===== src/dbse_ram.sv =====
// generic simple dual port ram with registered read
`default_nettype none
module dbse_ram #(
	parameter int WIDTH = 8,
	parameter int DEPTH = 16
) (
	input  wire logic                     clk,
	input  wire logic                     we,
	input  wire logic [$clog2(DEPTH)-1:0] waddr,
	input  wire logic [WIDTH-1:0]         wdata,
	input  wire logic [$clog2(DEPTH)-1:0] raddr,
	output      logic [WIDTH-1:0]         rdata
);
	logic [WIDTH-1:0] mem [DEPTH];

	always_ff @(posedge clk) begin
		if (we) begin
			mem[waddr] <= wdata;
		end
		rdata <= mem[raddr];
	end
endmodule
`default_nettype wire


===== config.mk =====
export PLATFORM = sky130hd
export DESIGN_NAME = dbse_ram
export DESIGN_NICKNAME = d
export VERILOG_FILES = /design/src/dbse_ram.sv
export SDC_FILE = /design/constraint.sdc
export NUM_CORES = 1
export LEC_CHECK = 0
export BUFFER_PORTS_ARGS = -buffer_cell sky130_fd_sc_hd__clkbuf_2
export CAP_MARGIN = 10
export CORE_AREA = 2 2 139 141
export DETAILED_ROUTE_END_ITERATION = 10
export DIE_AREA = 0 0 141 143
export SYNTH_ARGS = -nofsm -noshare
export SYNTH_HDL_FRONTEND = slang
export SYNTH_SLANG_ARGS = --single-unit

===== constraint.sdc =====
create_clock -name clk -period 2.2 [get_ports clk]
set_input_delay 0 -clock clk [delete_from_list [all_inputs] [get_ports clk]]
set_output_delay 0 -clock clk [all_outputs]
set_load 0.02 [all_outputs]

* Word level (Yosys, flattened, before mapping)
Memory sizes are Yosys's and may differ from the RTL's. A register that Yosys moved wholly into a read port is not among the register bits. Index checks and enable logic that the tools add are counted.
Word-level totals: flip-flop bits (word level) 0, memories 1, memory bits (writable) 128, logic and storage cells 3, input port bits 18, output and inout bits 8
Memories:
- mem | depth 16, bits a word 8, read ports 1, clocked after memory_dff 1, write ports 1, line 14 | logic [WIDTH-1:0] mem [DEPTH];
Cells by class: multiplexer cells 2
Operators by type and width (count):
- two-way mux 1 bit | 2

* Logic depth before layout (Yosys ltp)
depth after elaboration 2, mapped depth 5, depth with buffers taken out 3

* Least setup slack after synthesis
No wires, ideal clock.
path kind input -> register, start input port waddr[2], end memory mem[0][0] (enable), setup time 383 ps, buffers on the path 0, arrival 1110 ps, stages on the path 2, slack 707 ps, data required time 1817 ps, path through or3b_2 nor3_1
RTL lines:
- start: declaration | line 9 | input wire logic [$clog2(DEPTH)-1:0] waddr,
- end: declaration | line 14
No word-level cell before the write port.

==> impl_metrics.csv <==
group,metric,value,unit
worst_setup_path,worstSetupEndpointType,"flip-flop",
worst_hold_path,hold_path_class,"input port to flip-flop",
drt,wire_per_inst,19.5,um
cts,cts_max_level,4,
cts,cts_buffers,17,
worst_hold_path,hold_start,"wdata[3]",
logic_synthesis,synth_nets,247,
cells_and_area,final_util,0.335,
logic_synthesis,yosys.area.top_type,"edfxtp_1",
logic_synthesis,synth_seq_cells,136,
global_route,gr-usage-all-layers,0.111,
logic_synthesis,synth_cell_types,19,
drt,num_vias,2451,
cells_and_area,final_cell_area,6230,sq um
die,num_rows,50,
die,initial_core_util,0.277,
worst_setup_path,cp.required,2.48,ns
place,place.gp.congestion,0.704,
logic_synthesis,synth_area_leaders,"edfxtp_1 75%, mux4_2 7.9%, mux4_1 7.1%",
die,dieWidth,141,um
power,leakagePower,2.09,nW
place,post-dp-hpwl,6.70,mm
flow_run,drv_cap,0,
sta,finalSetupViolCount,0,
cells_and_area,area_growth,21.0,%
drt,viasPerCell,4.62,
power,p_per_area,950,nW/um^2
cts,clkLatencyLatePin,0.40,ns
worst_setup_path,r2r-start,"mem[6][1]",
worst_setup_path,regToRegEndpoint,"rdata[1]",
cts,cts_sinks,136,
sta,holdWs,0.00471,ns
global_route,overflow,0,
sta,fmax,0.711,GHz
cells_and_area,nets,301,
worst_hold_path,hold_depth,1,
worst_setup_path,start_kind,"flip-flop",
global_route,antenna_found_initial,1,
place,placed_cell_area,5650,sq um
worst_setup_path,worst-path-max-fanout,1,
sta,tightest_slew,0.802,ns
sta,fin_crit,1.41,ns
run_status,status,"finished, final reports clean",
sta,relSlewSlack,0.463,
cts,cts_tree,"done",
sta,hold_viol_final,0,
cts,cts_resized,0,
logic_synthesis,seq_area_frac_synth,0.778,
cells_and_area,drive_above_1_share,0.297,
sta,finalSetupTns,0,ns
cts,cts_max_path_buffers,2,
cells_and_area,layout_common_cells,"128 x edfxtp_1, 25 x clkbuf_2, 18 x mux4_2, 17 x clkbuf_16, 17 x buf_4",
drt,drt_drc_violations_left,0,
die,die-area,20200,sq um
worst_hold_path,holdPathEnd,"mem[15][3]",
drt,wirelength,10.3,mm
die,core,18600,sq um
cts,root_buffer,"clkbuf_16",
cells_and_area,fillers,1686,
logic_synthesis,synth_warnings,0,
logic_synthesis,synthesis.area,5150,sq um
sta,timing.final.crit_share,0.639,
worst_setup_path,path_class,"flip-flop to flip-flop",
logic_synthesis,avgSynthCellArea,22.5,sq um
cts,clk_transition_reported_paths,0.05,ns
cells_and_area,antenna-diode-count,0,
sta,rsz0062_at_grt,"no",
cells_and_area,final_common_cell,"edfxtp_1",
logic_synthesis,syn_inst,229,
sta,skew,0.00654,ns
worst_setup_path,rr_worst_depth,3,
global_route,grt_pass1_vias,2618,
logic_synthesis,netlist.area_leader.share,0.747,
global_route,grt_max_degree,33,
drt,drt_iter0_markers,178,
drt,dr.pass1.iters,4,
drt,ant_nets,0,
die,io_pins,26,
sta,drv_slew,0,
worst_setup_path,r2r_slack,0.79,ns
die,die_y,143,um
power,ir_drop,0.601,mV
global_route,grt_pass1_wl,15.7,mm
place,io_buffers,25,
worst_setup_path,crit_arrival,1.69,ns
## area by class of cell
cell class / count / area, sq um / area share
Clock inverter: 12 / 133 / 0.0213
Timing Repair Buffer: 45 / 303 / 0.0486
Tap cell: 234 / 293 / 0.0470
Multi-Input combinational cell: 83 / 1060 / 0.170
Clock buffer: 20 / 437 / 0.0701
Sequential cell: 136 / 4000 / 0.643
## metrics by stage
step / std cells / total power [mW] / setup WS, ns
floorplan: 229 / 3.13 / 0.707
global placement: 497 / 3.26 / 0.636
detailed placement: 497 / 3.27 / 0.613
CTS: 530 / 5.97 / 0.734
global route: 530 / 6.10 / 0.722
finish: 530 / 5.91 / 0.793
## where the power goes
group / switching [mW] / internal (mW) / leakage, nW
Clock: 0.952 / 1.75 / 0.277
Combinational: 0.171 / 0.117 / 0.589
Sequential: 0.0207 / 2.90 / 1.22
Total: 1.14 / 4.77 / 2.09
## worst max path at each step
stage               cells after the start       from  slack, ns         to
floorplan                               2   waddr[2]       0.71  mem[0][0]
global placement                        5   raddr[0]       0.64   rdata[1]
detailed placement                      5   raddr[0]       0.61   rdata[1]
CTS                                     3  mem[6][1]       0.73   rdata[1]
global route                            3  mem[6][1]       0.72   rdata[1]
finish                                  3  mem[6][1]       0.79   rdata[1]
## timing repair
action,in CTS,in global routing
hold buffers,1,0
setup buffers,0,0
endpoints found under the hold margin,16,0
## cells by family (layout without fill, tap and decap cells)
kind of cell           count (synthesis)  count (layout)  share of synthesized area
multiplexers                          32              32                      0.150
AND/OR/NAND/NOR                       35              35                     0.0318
AO/OA/AOI/OAI                         16              16                     0.0233
buffers and inverters                 10              77                     0.0168
flip-flops                           136             136                      0.778
## sequential cells by signal (all words and copies together) (netlist names)
name and flops:
rdata 8, mem 128
## routing by layer
metal  GRT usage  up-vias  routed length (um)
li1            -     1081                   -
met1       0.133     1278                4340
met2       0.189       75                5320
met3      0.0295       15                 514
met4      0.0474        2                 151
met5           0        -                  12
## worst max-delay path, stage by stage (launching register included)
cell and delay [ns]:
edfxtp_1 0.36, mux4_1 0.54, a22oi_1 0.28, nand2_1 0.10
## synthesized netlist by cell type
library cell / instances
and2_1: 1
nor2b_1: 1
a22oi_1: 16
buf_6: 3
mux4_1: 14
buf_4: 1
edfxtp_1: 128
nand2b_1: 2
or3b_2: 1
nand3b_1: 2
nor2_1: 13
nand2_1: 9
nor3_1: 4
and2b_1: 1
clkdlybuf4s25_2: 3
nand3_1: 1
buf_2: 3
dfxtp_1: 8
mux4_2: 18
(Power assumes the default switching activity.)
