## config.mk

```make
export PLATFORM = sky130hd
export DESIGN_NAME = dbse_div
export DESIGN_NICKNAME = d
export VERILOG_FILES = /design/src/dbse_div.sv
export SDC_FILE = /design/constraint.sdc
export NUM_CORES = 1
export LEC_CHECK = 0
export ABC_AREA = 1
export BUFFER_PORTS_ARGS = -buffer_cell sky130_fd_sc_hd__buf_2
export CAP_MARGIN = 30
export CORE_UTILIZATION = 55
export CTS_BUF_LIST = sky130_fd_sc_hd__clkbuf_4
export DETAILED_ROUTE_END_ITERATION = 10
export HOLD_SLACK_MARGIN = 0.02
export PLACE_DENSITY_LB_ADDON = 0.2
export REMOVE_ABC_BUFFERS = 1
export SLEW_MARGIN = 25
export SYNTH_ARGS = -nofsm -noshare
export SYNTH_HDL_FRONTEND = slang
export SYNTH_SLANG_ARGS = --single-unit
```

## constraint.sdc

```tcl
create_clock -name clk -period 3.25 [get_ports clk]
set_input_delay 0.1625 -clock clk [delete_from_list [all_inputs] [get_ports clk]]
set_output_delay 0.1625 -clock clk [all_outputs]
set_load 0.01 [all_outputs]
```

## src/dbse_div.sv

```systemverilog
// radix-2 divider: floor(dividend * 2^16 / divisor), saturated to 48 bits
`default_nettype none
module dbse_div (
	input  wire logic        clk,
	input  wire logic        arst_n,
	input  wire logic        start,
	input  wire logic [63:0] dividend,
	input  wire logic [47:0] divisor,
	output      logic        done,
	output      logic [47:0] quotient
);
	localparam int NUM_W = 80;
	localparam int CNT_W = $clog2(NUM_W);
	localparam int Q_W   = 48;

	logic             busy_q;
	logic             done_q;
	logic [CNT_W-1:0] cnt_q;
	logic [NUM_W-1:0] num_q;
	logic [Q_W-1:0]   den_q;
	logic [Q_W-1:0]   rem_q;
	logic [Q_W-1:0]   quo_q;
	logic             ovf_q;
	logic [Q_W:0]     trial;
	logic             qbit;

	assign trial = {rem_q, num_q[NUM_W-1]};
	assign qbit  = trial >= {1'b0, den_q};

	always_ff @(posedge clk or negedge arst_n) begin
		if (!arst_n) begin
			busy_q <= 1'b0;
			done_q <= 1'b0;
			cnt_q  <= '0;
		end else begin
			done_q <= busy_q && (cnt_q == '0);
			if (start) begin
				busy_q <= 1'b1;
				cnt_q  <= CNT_W'(NUM_W - 1);
			end else if (busy_q) begin
				cnt_q <= cnt_q - 1'b1;
				if (cnt_q == '0) begin
					busy_q <= 1'b0;
				end
			end
		end
	end

	always_ff @(posedge clk) begin
		if (start) begin
			num_q <= {dividend, 16'h0000};
			den_q <= divisor;
			rem_q <= '0;
			quo_q <= '0;
			ovf_q <= 1'b0;
		end else if (busy_q) begin
			num_q <= {num_q[NUM_W-2:0], 1'b0};
			rem_q <= qbit ? Q_W'(trial - {1'b0, den_q}) : trial[Q_W-1:0];
			quo_q <= {quo_q[Q_W-2:0], qbit};
			// quotient bits above bit 47 mean saturation
			ovf_q <= ovf_q | (qbit && (cnt_q >= CNT_W'(Q_W)));
		end
	end

	assign done     = done_q;
	assign quotient = ovf_q ? {Q_W{1'b1}} : quo_q;
endmodule
`default_nettype wire

```

==> Word level (Yosys, flattened, before mapping) <==
Index checks and enable logic that the tools add are counted.
{ "totals": {"wordCells": 26, "regBits": 218, "input_bits": 115} }
{ "classes": {"bitwise": 1, "n_addsub": 2, "reduce_logical": 4, "mux": 9, "n_lt_le_gt_ge": 2} }
{ "ops": {"columns": ["op", "count"], "rows": [
  ["80-bit two-way mux", 2],
  ["48-bit two-way mux", 2],
  ["49-bit by 48-bit greater-or-equal comparator with 1-bit output", 1],
  ["48-bit subtractor", 1],
  ["7-bit two-way mux", 2],
  ["7-bit by 6-bit greater-or-equal comparator with 1-bit output (second input constant)", 1],
  ["7-bit logical NOT", 1],
  ["7-bit by 1-bit subtractor with 7-bit output (second input constant)", 1],
  ["1-bit two-way mux", 3],
  ["1-bit logical AND", 2],
  ["2-bit nonzero test", 1],
  ["1-bit OR", 1]
]} }

==> Longest topological paths before layout <==
Gate-level depths: netlist (run 1).
{ "depth": {"word_depth": 4, "depth_mapped": 18, "mapped_depth_nobuf": 18} }

==> Worst setup path after synthesis (run 1) <==
Ideal clock, no wire load.
{ "synth_timing": {"kind": "input to register", "start": "in start", "end": "reg num_q[16] (enable)", "n_path_buf": 2, "stages": 4, "arrival_ps": 2614, "setup_time_ps": 454, "setup_slack_ps": 182, "path_cell_list": "clkbuf_1 nor2_1 inv_2 clkbuf_1"} }
{ "synth_via": {"elab_chain_cells": 1} }
{ "synth_lines": {"columns": ["element", "line_no", "source"], "rows": [
  ["from (decl)", "6", "input wire logic start,"],
  ["2-bit nonzero test (no line)", null, null],
  ["to (signal assigned)", "51", "num_q <= {dividend, 16'h0000};"],
  ["to (signal assigned)", "57", "num_q <= {num_q[NUM_W-2:0], 1'b0};"],
  ["to (decl)", "19", "logic [NUM_W-1:0] num_q;"]
]} }
No other way between the ends.
A chain may end at the register's enable or synchronous reset.

==> Worst setup path in the final report (run 1) <==
{ "layout_timing": {"start": "reg den_q[43]", "end": "reg rem_q[9]"} }
{ "layout_via": {"elab_chain_cells": 2} }
{ "layout_lines": {"columns": ["element", "line_no", "source"], "rows": [
  ["from (decl)", "20", "logic [Q_W-1:0] den_q;"],
  ["from (signal assigned)", "52", "den_q <= divisor;"],
  ["49-bit by 48-bit greater-or-equal comparator with 1-bit output", "28", "assign qbit = trial >= {1'b0, den_q};"],
  ["48-bit two-way mux", "58", "rem_q <= qbit ? Q_W'(trial - {1'b0, den_q}) : trial[Q_W-1:0];"],
  ["to (signal assigned)", "58", null],
  ["to (decl)", "21", "logic [Q_W-1:0] rem_q;"]
]} }
No other way between the ends.

==> summary.md, run 1 <==
| Metric | Value |
|---|---|
| Outcome | `finished, final reports clean` |
| Fraction of registers with async set or reset after synthesis | `0.0413` |
| Root buffer cell | `clkbuf_4` |
| Power Density | `711 nW/µm²` |
| Post-Syn Area per Cell | `7.00 µm²` |
| CP endpoint kind | `register` |
| Via count | `12700` |
| Post-synthesis simple-gate area fraction | `0.335` |
| CP arrival | `3.19 ns` |
| Post-DP HPWL | `25300 µm` |
| Starting Density | `0.563` |
| H-tree Lvls | `2` |
| Synth Area in XOR/XNOR | `0.0158` |
| Slew Viols, Final | `0` |
| Final setup skew | `0.0787 ns` |
| Max Cap Viol | `0` |
| Num ports | `164` |
| Slowest CP cell | `ha_1` |
| Vias in the first global route | `12600` |
| Fin cells | `2466` |
| Synthesis Warnings | `0` |
| Crit start category | `register` |
| Chip width | `154 µm` |
| Pre-antenna DRT Iters | `6` |
| CTS max path bufs | `3` |
| TritonCTS buffer count | `57` |
| Main combinational cell family by area after synthesis | `simple AND/OR/NAND/NOR gates` |
| Global route overflow | `0` |
| Tcrit/Tclk final | `0.801` |
| Initial antenna violation count | `1` |
| Antenna Violating Nets Remaining | `0` |
| Remaining DRCs | `0` |
| Hold Violations, Final | `0` |
| Iteration-0 DRC Markers | `873` |
| Via/cell ratio | `5.14` |
| Crit-path max cell delay | `0.37 ns` |
| Syn Std Cell Area | `12800 µm²` |
| Crit path cell chain | `inv_1 > ha_1 > nand2_1 > nor2_1 > nand3_1 > nor2_1 > nand2_1 > nand3_1 > nor2_4 > nand2_4 > buf_12 > nand2_1 > nand3_1 > o21ai_0` |
| Logic pwr share | `0.458` |
| Layout cell share with drive strength beyond 1 | `0.146` |
| Sequential share of power | `0.310` |
| Slew HR | `0.517` |
| Worst slew pin tran | `0.725 ns` |
| Fin crit period | `2.60 ns` |
| Clock power share | `0.232` |
| Post-Synthesis Cells | `1828` |
| Fmax | `0.384 GHz` |
| Die Y | `154 µm` |
| Min-delay worst type | `input port to register` |
| P_int | `6480 µW` |
| Clock Sinks | `218` |
| TritonCTS clock tree | `built` |
| Setup repair after global routing missed its margin | `no` |
| CP Max Fanout | `32` |
| Mux cell area share after synthesis | `0` |
| Synth Area in Compound Gates | `0.0531` |
| Register bit total from synthesis | `218` |
| Yosys cell types | `37` |
| Largest net degree at the start of global routing | `64` |
| Clk slew on worst S/H paths | `0.07 ns` |
| Yosys top cell area share | `0.263` |
| Endpoints failing setup | `0` |
| Core area | `22700 µm²` |
| Leak | `0.00848 µW` |
| Wire length of the first global-routing pass | `62500 µm` |
| Cell taking the most area after synthesis | `edfxtp_1` |
| Nets@finish | `2301` |
| R2R setup slack | `0.65 ns` |
| Most area-consuming cells after synthesis | `edfxtp_1, nand2_1, dfxtp_1` |
| Core Util, Final | `0.700` |
| DRT Wirelength | `39500 µm` |
| Critical Path RT | `3.84 ns` |
| Wire per inst | `16.0 µm` |
| Seq/Total Area, Yosys | `0.432` |
| Maximum VDD drop | `0.000526 V` |
| Synth top cells by count | `nand2_1, inv_1, edfxtp_1` |
| Switching part of the total | `0.426` |
| Area Overhead vs Synth | `24.3%` |
| Count leader, synth | `nand2_1` |
| Adder-cell share of the synthesized area | `0.0495` |
| Overall routing resource usage | `0.335` |
| Clock latency on the worst-skew pair | `0.76 ns` |
| Die area | `23900 µm²` |
| DP Area | `13900 µm²` |
| Cells after DPL | `2238` |
| Sw Pwr | `4820 µW` |
| Main flop type after synthesis | `edfxtp_1` |
| I/O Buffers | `163` |
| EDFF count, synth | `112` |
| GPL Wtd Cong | `1.00` |
| Row cnt | `55` |
| WS Path Type | `register to register` |
| Design Area, Final | `15900 µm²` |
## routing by layer
metal,GRT usage,wire [µm]
met5,0,0
met2,0.570,18500
met4,0.150,1540
met1,0.410,16300
met3,0.0678,3210
## state kept, by name (all words and copies together), names as in the netlist
register	cells
busy_q	1
cnt_q	7
den_q	48
done	1
num_q	64
ovf_q	1
quo_q	48
rem_q	48
## cell type report
class	instances	area [µm²]
tap	285	357
fill	1868	6810
antenna	1	2.50
inverter	328	1230
timing repair buffer	300	2190
sequential	218	5530
clock inverter	10	80.1
clock buffer	93	698
multi-input combinational	1231	5800
## worst paths after layout
kind | startpoint | endpoint | cells past startpoint
max in group asynchronous | arst_n | cnt_q[5] | 3
min in group asynchronous | arst_n | cnt_q[0] | 3
min | divisor[45] | den_q[45] | 2
max | den_q[43] | rem_q[9] | 14
max reg2reg | den_q[43] | rem_q[9] | 14
min reg2reg | rem_q[29] | rem_q[29] | 2
## worst max-delay path: cells and delay by family (launching register included)
| kind | cells | cell delay [ns] |
|---|---|---|
| buffers and inverters | 2 | 0.31 |
| AOI/OAI and AO/OA | 1 | 0.07 |
| adders and majority gates | 1 | 0.37 |
| DFF | 1 | 0.33 |
| and+or+nand+nor | 10 | 1.35 |
## power groups by stage
| stage | Sequential [µW] | Combinational [µW] | Clock, µW |
|---|---|---|---|
| floorplan | 3490 | 3470 | 0 |
| global placement | 3540 | 4910 | 0 |
| detailed placement | 3540 | 4960 | 0 |
| CTS | 3490 | 5100 | 2600 |
| global route | 3540 | 5810 | 2790 |
| finish | 3500 | 5170 | 2620 |
## per-stage QoR
step | worst slack (ns) | hold slack (ns) | TNS, ns | power [µW]
6_report | 0.648 | 0.112 | 0 | 11300
2_1_floorplan | -0.350 | -0.133 | -16.47 | 6960
4_1_cts | 0.637 | 0.0729 | 0 | 11200
3_3_place_gp | 0.647 | 0.0238 | 0 | 8450
5_1_grt | 0.351 | 0.0771 | 0 | 12100
3_5_place_dp | 0.658 | 0.0233 | 0 | 8510
## placed cells by master, fill, tap and decap left out, drive strengths merged
cell type,n
nand2,791
inv,329
buf,176
dlygate4sd3,124
nand3,113
edfxtp,112
nor2,98
dfxtp,97
clkbuf,93
ha,49
o22ai,48
a21oi,34
o21ai,24
xnor2,19
nand3b,17
nand4,11
dfrtp,9
nor3,8
clkinv,8
o21bai,5
o21a,4
xor2,4
and2,2
diode,1
a31oi,1
a22oi,1
or2,1
fa,1
bufinv,1
## cell families (layout without fill, tap and decap cells)
family | after synthesis | count (layout)
fa+ha+maj | 50 | 50
buf+inv | 379 | 731
flops | 218 | 218
other cells | 0 | 1
xor+xnor | 23 | 23
simple gates | 1041 | 1041
compound gates | 117 | 117
## timing repair
item / in CTS / in global routing
endpoints found under the hold margin: 131 / 0
hold buffers: 124 / 0
setup buffers: 0 / 0
gates resized for setup: 0 / 0
Note: power is estimated with default switching activity, not from simulation.
==> run 2: changes to the inputs <==
Clock period 3.25 ns to 2.45 ns, I/O delays scaled along.
==> run 2 against run 1 <==
Compared with the run above:
- wire length rose by 9.0%
- sequential power up 33%
- clock power increased by 26%
- via count up 4.5%
- critical path depth rose by 5
- cell count grew 2.2%
- largest power group unchanged
- highest routed layer unchanged
==> summary.md, run 2 (synthesis results as in run 1) <==
| Metric | Value |
|---|---|
| Outcome | `finished, final reports clean` |
| Worst r2r src | `den_q[18]` |
| Num ports | `164` |
| Overall routing resource usage | `0.360` |
| Leak | `0.00871 µW` |
| Final WS setup | `0.102 ns` |
| Largest Register | `num_q` |
| Most frequent cells in the layout | `nand2_1, inv_1, buf_2, dlygate4sd3_1, edfxtp_1` |
| WS Path Type | `register to register` |
| R2R setup slack | `0.10 ns` |
| DRT Wirelength | `43000 µm` |
| CP endpoint kind | `register` |
| Clk slew on worst S/H paths | `0.07 ns` |
| Endpoints failing setup | `0` |
| Final setup skew | `0.0509 ns` |
| Slowest CP cell | `edfxtp_1` |
| Slew Viols, Final | `0` |
| GPL Wtd Cong | `1.03` |
| Global route overflow | `0` |
| Post-DP HPWL | `27400 µm` |
| Crit path cell chain | `inv_1 > ha_2 > nand2_1 > inv_1 > nand2_1 > nor2_1 > buf_4 > nand2_1 > nor2_1 > nand2_1 > nand3_2 > nor2_4 > buf_6 > clkbuf_16 > nand3_1 > nand2_1 > inv_1 > nand2_1 > nand2_1` |
| Die Y | `154 µm` |
| Tcrit/Tclk final | `0.959` |
| Worst slew pin tran | `0.754 ns` |
| TritonCTS clock tree | `built` |
| Largest net degree at the start of global routing | `64` |
| Critical Path RT | `3.08 ns` |
| Row cnt | `55` |
| Delay-heaviest family, CP | `simple AND/OR/NAND/NOR gates` |
| CP most frequent cell | `nand2_1` |
| Core area | `22700 µm²` |
| Via/cell ratio | `5.26` |
| HP Start | `divisor[44]` |
| CP Max Fanout | `9` |
| Setup repair after global routing missed its margin | `yes` |
| Via count | `13200` |
| Wire length of the first global-routing pass | `67000 µm` |
| Fin crit period | `2.35 ns` |
| Pre-antenna DRT Iters | `5` |
| Crit path launch | `den_q[18]` |
| Crit-path max cell delay | `0.38 ns` |
| Starting Density | `0.563` |
| Remaining DRCs | `0` |
| Crit start category | `register` |
| Min-delay worst type | `input port to register` |
| TritonCTS buffer count | `56` |
| CP arrival | `2.98 ns` |
| Initial antenna violation count | `3` |
| Area Overhead vs Synth | `28.2%` |
| Hold Violations, Final | `0` |
| Pre-CTS WS | `0.00143 ns` |
| Max FFs per register | `64` |
| Die area | `23900 µm²` |
| I/O Buffers | `163` |
| Core Util, Final | `0.722` |
| Layout cell share with drive strength beyond 1 | `0.169` |
| Iteration-0 DRC Markers | `1092` |
| Commonest non-fill, non-tap cell in the layout | `nand2_1` |
| Crit path buffers/inverters | `6` |
| Clock Sinks | `218` |
| Max Cap Viol | `0` |
| CTS max path bufs | `3` |
| Vias in the first global route | `13100` |
| Maximum VDD drop | `0.000636 V` |
| Wire per inst | `17.1 µm` |
| Root buffer cell | `clkbuf_4` |
| Slew HR | `0.497` |
| Clock latency on the worst-skew pair | `0.75 ns` |
| Nets@finish | `2350` |
| Power Density | `961 nW/µm²` |
| Chip width | `154 µm` |
| H-tree Lvls | `2` |
| Fmax | `0.426 GHz` |
| Antenna Violating Nets Remaining | `0` |
run 2: cell count changes in the layout (fill, tap and decap cells not counted), sizes merged:
| cell | before | now |
|---|---|---|
| buf | 176 | 225 |
| clkinv | 8 | 24 |
| clkbuf | 93 | 79 |
| diode | 1 | 3 |
| inv | 329 | 330 |
run 2: where the power goes:
group          switching, µW  internal, µW  total [µW]
logic                   4830          2950        7780
clock network           1710          1600        3310
registers                309          4360        4670
run 2: worst reg2reg max path: stages, from the launching register on:
cell,delay [ns]
edfxtp_1,0.38
inv_1,0.07
ha_2,0.31
nand2_1,0.11
inv_1,0.06
nand2_1,0.10
nor2_1,0.05
buf_4,0.14
nand2_1,0.05
nor2_1,0.03
nand2_1,0.08
nand3_2,0.10
nor2_4,0.18
buf_6,0.15
clkbuf_16,0.18
nand3_1,0.08
nand2_1,0.06
inv_1,0.04
nand2_1,0.05
nand2_1,0.04
run 2: worst paths after layout:
check / to / cells past startpoint
max in group asynchronous: cnt_q[3] / 3
min: den_q[44] / 2
max reg2reg: rem_q[44] / 19
max: rem_q[44] / 19
min in group asynchronous: busy_q / 3
min reg2reg: rem_q[1] / 2
run 2: repair_timing:
action                                  in CTS  in global routing
resized for setup                            2                 29
buffers inserted                             0                  2
cloned                                       0                  2
endpoints found under the hold margin      135                  0
endpoints found under the setup margin      12                 50
pin swaps                                    0                  1
hold buffers                               124                  0
run 2: layout make-up:
cell class                      instances  area, µm²
Multi-Input combinational cell       1231       5900
Timing Repair Buffer                  350       2650
Clock inverter                         27        143
Antenna cell                            3       7.51
Clock buffer                           78        586
Fill cell                            1806       6310
Sequential cell                       218       5530
Inverter                              328       1230
Tap cell                              285        357
run 2: layer usage:
metal / GRT usage / vias to the layer above / share of wire
met3: 0.0686 / 121 / 0.084
li1: - / 6409 / -
met2: 0.624 / 658 / 0.47
met1: 0.447 / 6055 / 0.41
met5: 0 / - / 0
met4: 0.131 / 0 / 0.034
run 2: stage by stage:
stage          hold WS (ns)  TNS, ns  total power (µW)  cells  instance area (µm²)
2_1_floorplan        -0.173  -115.58              9240   1777                12600
3_3_place_gp        -0.0199        0             11700   2284                14300
3_5_place_dp        -0.0138        0             11800   2284                14300
4_1_cts              0.0376        0             15200   2513                16200
5_1_grt              0.0751  -0.0951             16800   2520                16400
6_report             0.0992        0             15800   2520                16400
==> run 3: changes to the inputs <==
Settings changed: CORE_ASPECT_RATIO from default to 1.75.
==> run 3 against run 2 <==
Compared with the run above:
- clock skew decreased by 0.0042 ns
- via count fell by 3.9%
- non-clock buffer count fell by 20
- power down 1.5%
- combinational power barely moved
- critical endpoint is now rem_q[41]
- utilization down 0.15 points
- first-iteration DRC count down 35%
- flip-flop and latch count did not move
- cell count is 0.60% lower
- cell area hardly changed
- critical path depth is 4 lower
==> summary.md, run 3 (synthesis results as in run 1) <==
| Metric | Value |
|---|---|
| Outcome | `finished, final reports clean` |
| Wire per inst | `16.0 µm` |
| Final Hold Slack | `0.118 ns` |
| Clock Sinks | `218` |
| Final WS setup | `0.0855 ns` |
| Root buffer cell | `clkbuf_4` |
| Fmax | `0.423 GHz` |
| Starting Density | `0.562` |
| DRT Wirelength | `40100 µm` |
| TritonCTS buffer count | `52` |
| CP most frequent cell | `nand2_1` |
| Area of the multi-input gates | `6070 µm²` |
| GPL Wtd Cong | `0.983` |
| Core area | `22700 µm²` |
| Num ports | `164` |
| Pre-antenna DRT Iters | `6` |
| Slew HR | `0.511` |
| Post-DP HPWL | `27000 µm` |
| Nets@finish | `2327` |
| Antenna Violating Nets Remaining | `0` |
| Crit path buffers/inverters | `3` |
| Hold Violations, Final | `0` |
| Critical Path RT | `3.03 ns` |
| Clk slew on worst S/H paths | `0.09 ns` |
| Fillers | `1852` |
| Fin crit period | `2.36 ns` |
| Overall routing resource usage | `0.342` |
| CP Max Fanout | `6` |
| CP arrival | `2.95 ns` |
| Layout cell share with drive strength beyond 1 | `0.177` |
| Pre-CTS WS | `0.0571 ns` |
| Chip width | `117 µm` |
| Crit start category | `register` |
| CP endpoint kind | `register` |
| WS Path Type | `register to register` |
| Reg area | `5530 µm²` |
| Largest net degree at the start of global routing | `64` |
| Crit path cell chain | `inv_1 > ha_1 > nand2_1 > nor2_1 > buf_4 > nand3_1 > nor2_1 > nand2_1 > nand3_1 > nor2_4 > nand2_4 > buf_4 > nand3_2 > nand2_1 > nand2_1` |
| Clock latency on the worst-skew pair | `0.72 ns` |
| Leak | `0.00863 µW` |
| Global route overflow | `0` |
| CTS max path bufs | `3` |
| Crit-path max cell delay | `0.39 ns` |
| Slowest CP cell | `ha_1` |
| Max Cap Viol | `0` |
| Delay-heaviest family, CP | `simple AND/OR/NAND/NOR gates` |
| Maximum VDD drop | `0.000710 V` |
| Via/cell ratio | `5.08` |
| Wire length of the first global-routing pass | `62200 µm` |
| H-tree Lvls | `2` |
| Setup repair after global routing missed its margin | `yes` |
| Initial antenna violation count | `1` |
| Endpoints failing setup | `0` |
| Slew Viols, Final | `0` |
| Die area | `23900 µm²` |
| Tcrit/Tclk final | `0.965` |
| Row cnt | `73` |
| Iteration-0 DRC Markers | `705` |
| TritonCTS clock tree | `built` |
| Power Density | `947 nW/µm²` |
| Core Util, Final | `0.721` |
| Die Y | `204 µm` |
| Commonest non-fill, non-tap cell in the layout | `nand2_1` |
| Area Overhead vs Synth | `28.2%` |
| Worst slew pin tran | `0.734 ns` |
| Final setup skew | `0.0467 ns` |
| Min-delay worst type | `input port to register` |
| Via count | `12700` |
| Remaining DRCs | `0` |
| Max FFs per register | `64` |
| Vias in the first global route | `13100` |
| Most frequent cells in the layout | `nand2_1, inv_1, buf_2, dlygate4sd3_1, edfxtp_1` |
| I/O Buffers | `163` |
| Largest Register | `num_q` |
==> run 3: final cells by class <==
class,count,area share
Inverter,328,0.0753
Multi-Input combinational cell,1232,0.370
Sequential cell,218,0.337
Tap cell,300,0.0229
Antenna cell,1,0.000153
Clock inverter,15,0.00420
Clock buffer,81,0.0371
Timing Repair Buffer,330,0.153
==> run 3: worst paths after layout <==
path | slack, ns | end | start | cells after the start
worst max-delay path | 0.09 | rem_q[41] | den_q[40] | 15
worst min-delay path | 0.12 | den_q[37] | divisor[37] | 2
worst max register to register | 0.09 | rem_q[41] | den_q[40] | 15
worst min register to register | 0.48 | rem_q[18] | rem_q[18] | 2
max in group asynchronous | 1.72 | cnt_q[1] | arst_n | 3
min in group asynchronous | 0.43 | cnt_q[3] | arst_n | 3
==> run 3: per-layer routing <==
layer	global-route usage	up-vias	share of wire
li1	-	6344	-
met1	0.334	5798	0.35
met2	0.639	458	0.54
met3	0.0645	127	0.053
met4	0.213	0	0.057
met5	0	-	0
==> run 3: power by group <==
group          total (µW)  internal, µW  switching [µW]  leakage (µW)
logic                7770          3060            4710       0.00616
registers            4690          4360             326       0.00207
clock network        3060          1510            1550      0.000404
==> run 3: worst reg2reg max path, cell delays in order, from the launching register on <==
cell and delay [ns]:
edfxtp_1 0.32, inv_1 0.05, ha_1 0.39, nand2_1 0.10, nor2_1 0.18, buf_4 0.17, nand3_1 0.09, nor2_1 0.13
nand2_1 0.07, nand3_1 0.12, nor2_4 0.09, nand2_4 0.15, buf_4 0.13, nand3_2 0.10, nand2_1 0.11, nand2_1 0.06
==> run 3: what timing repair did <==
item | CTS | global route
endpoints found under the hold margin | 154 | 0
buffers inserted | 0 | 4
gates resized for setup | 0 | 62
hold buffers | 115 | 0
setup endpoints to repair | 0 | 50
==> run 3: through the flow <==
stage	setup TNS [ns]	instance area, µm²	total power, µW	instances
global route	-0.148	16400	16700	2505
finish	0	16400	15500	2505
CTS	0	16000	14800	2496
global placement	0	14200	11500	2285
detailed placement	0	14200	11600	2285
floorplan	-115.58	12600	9240	1777
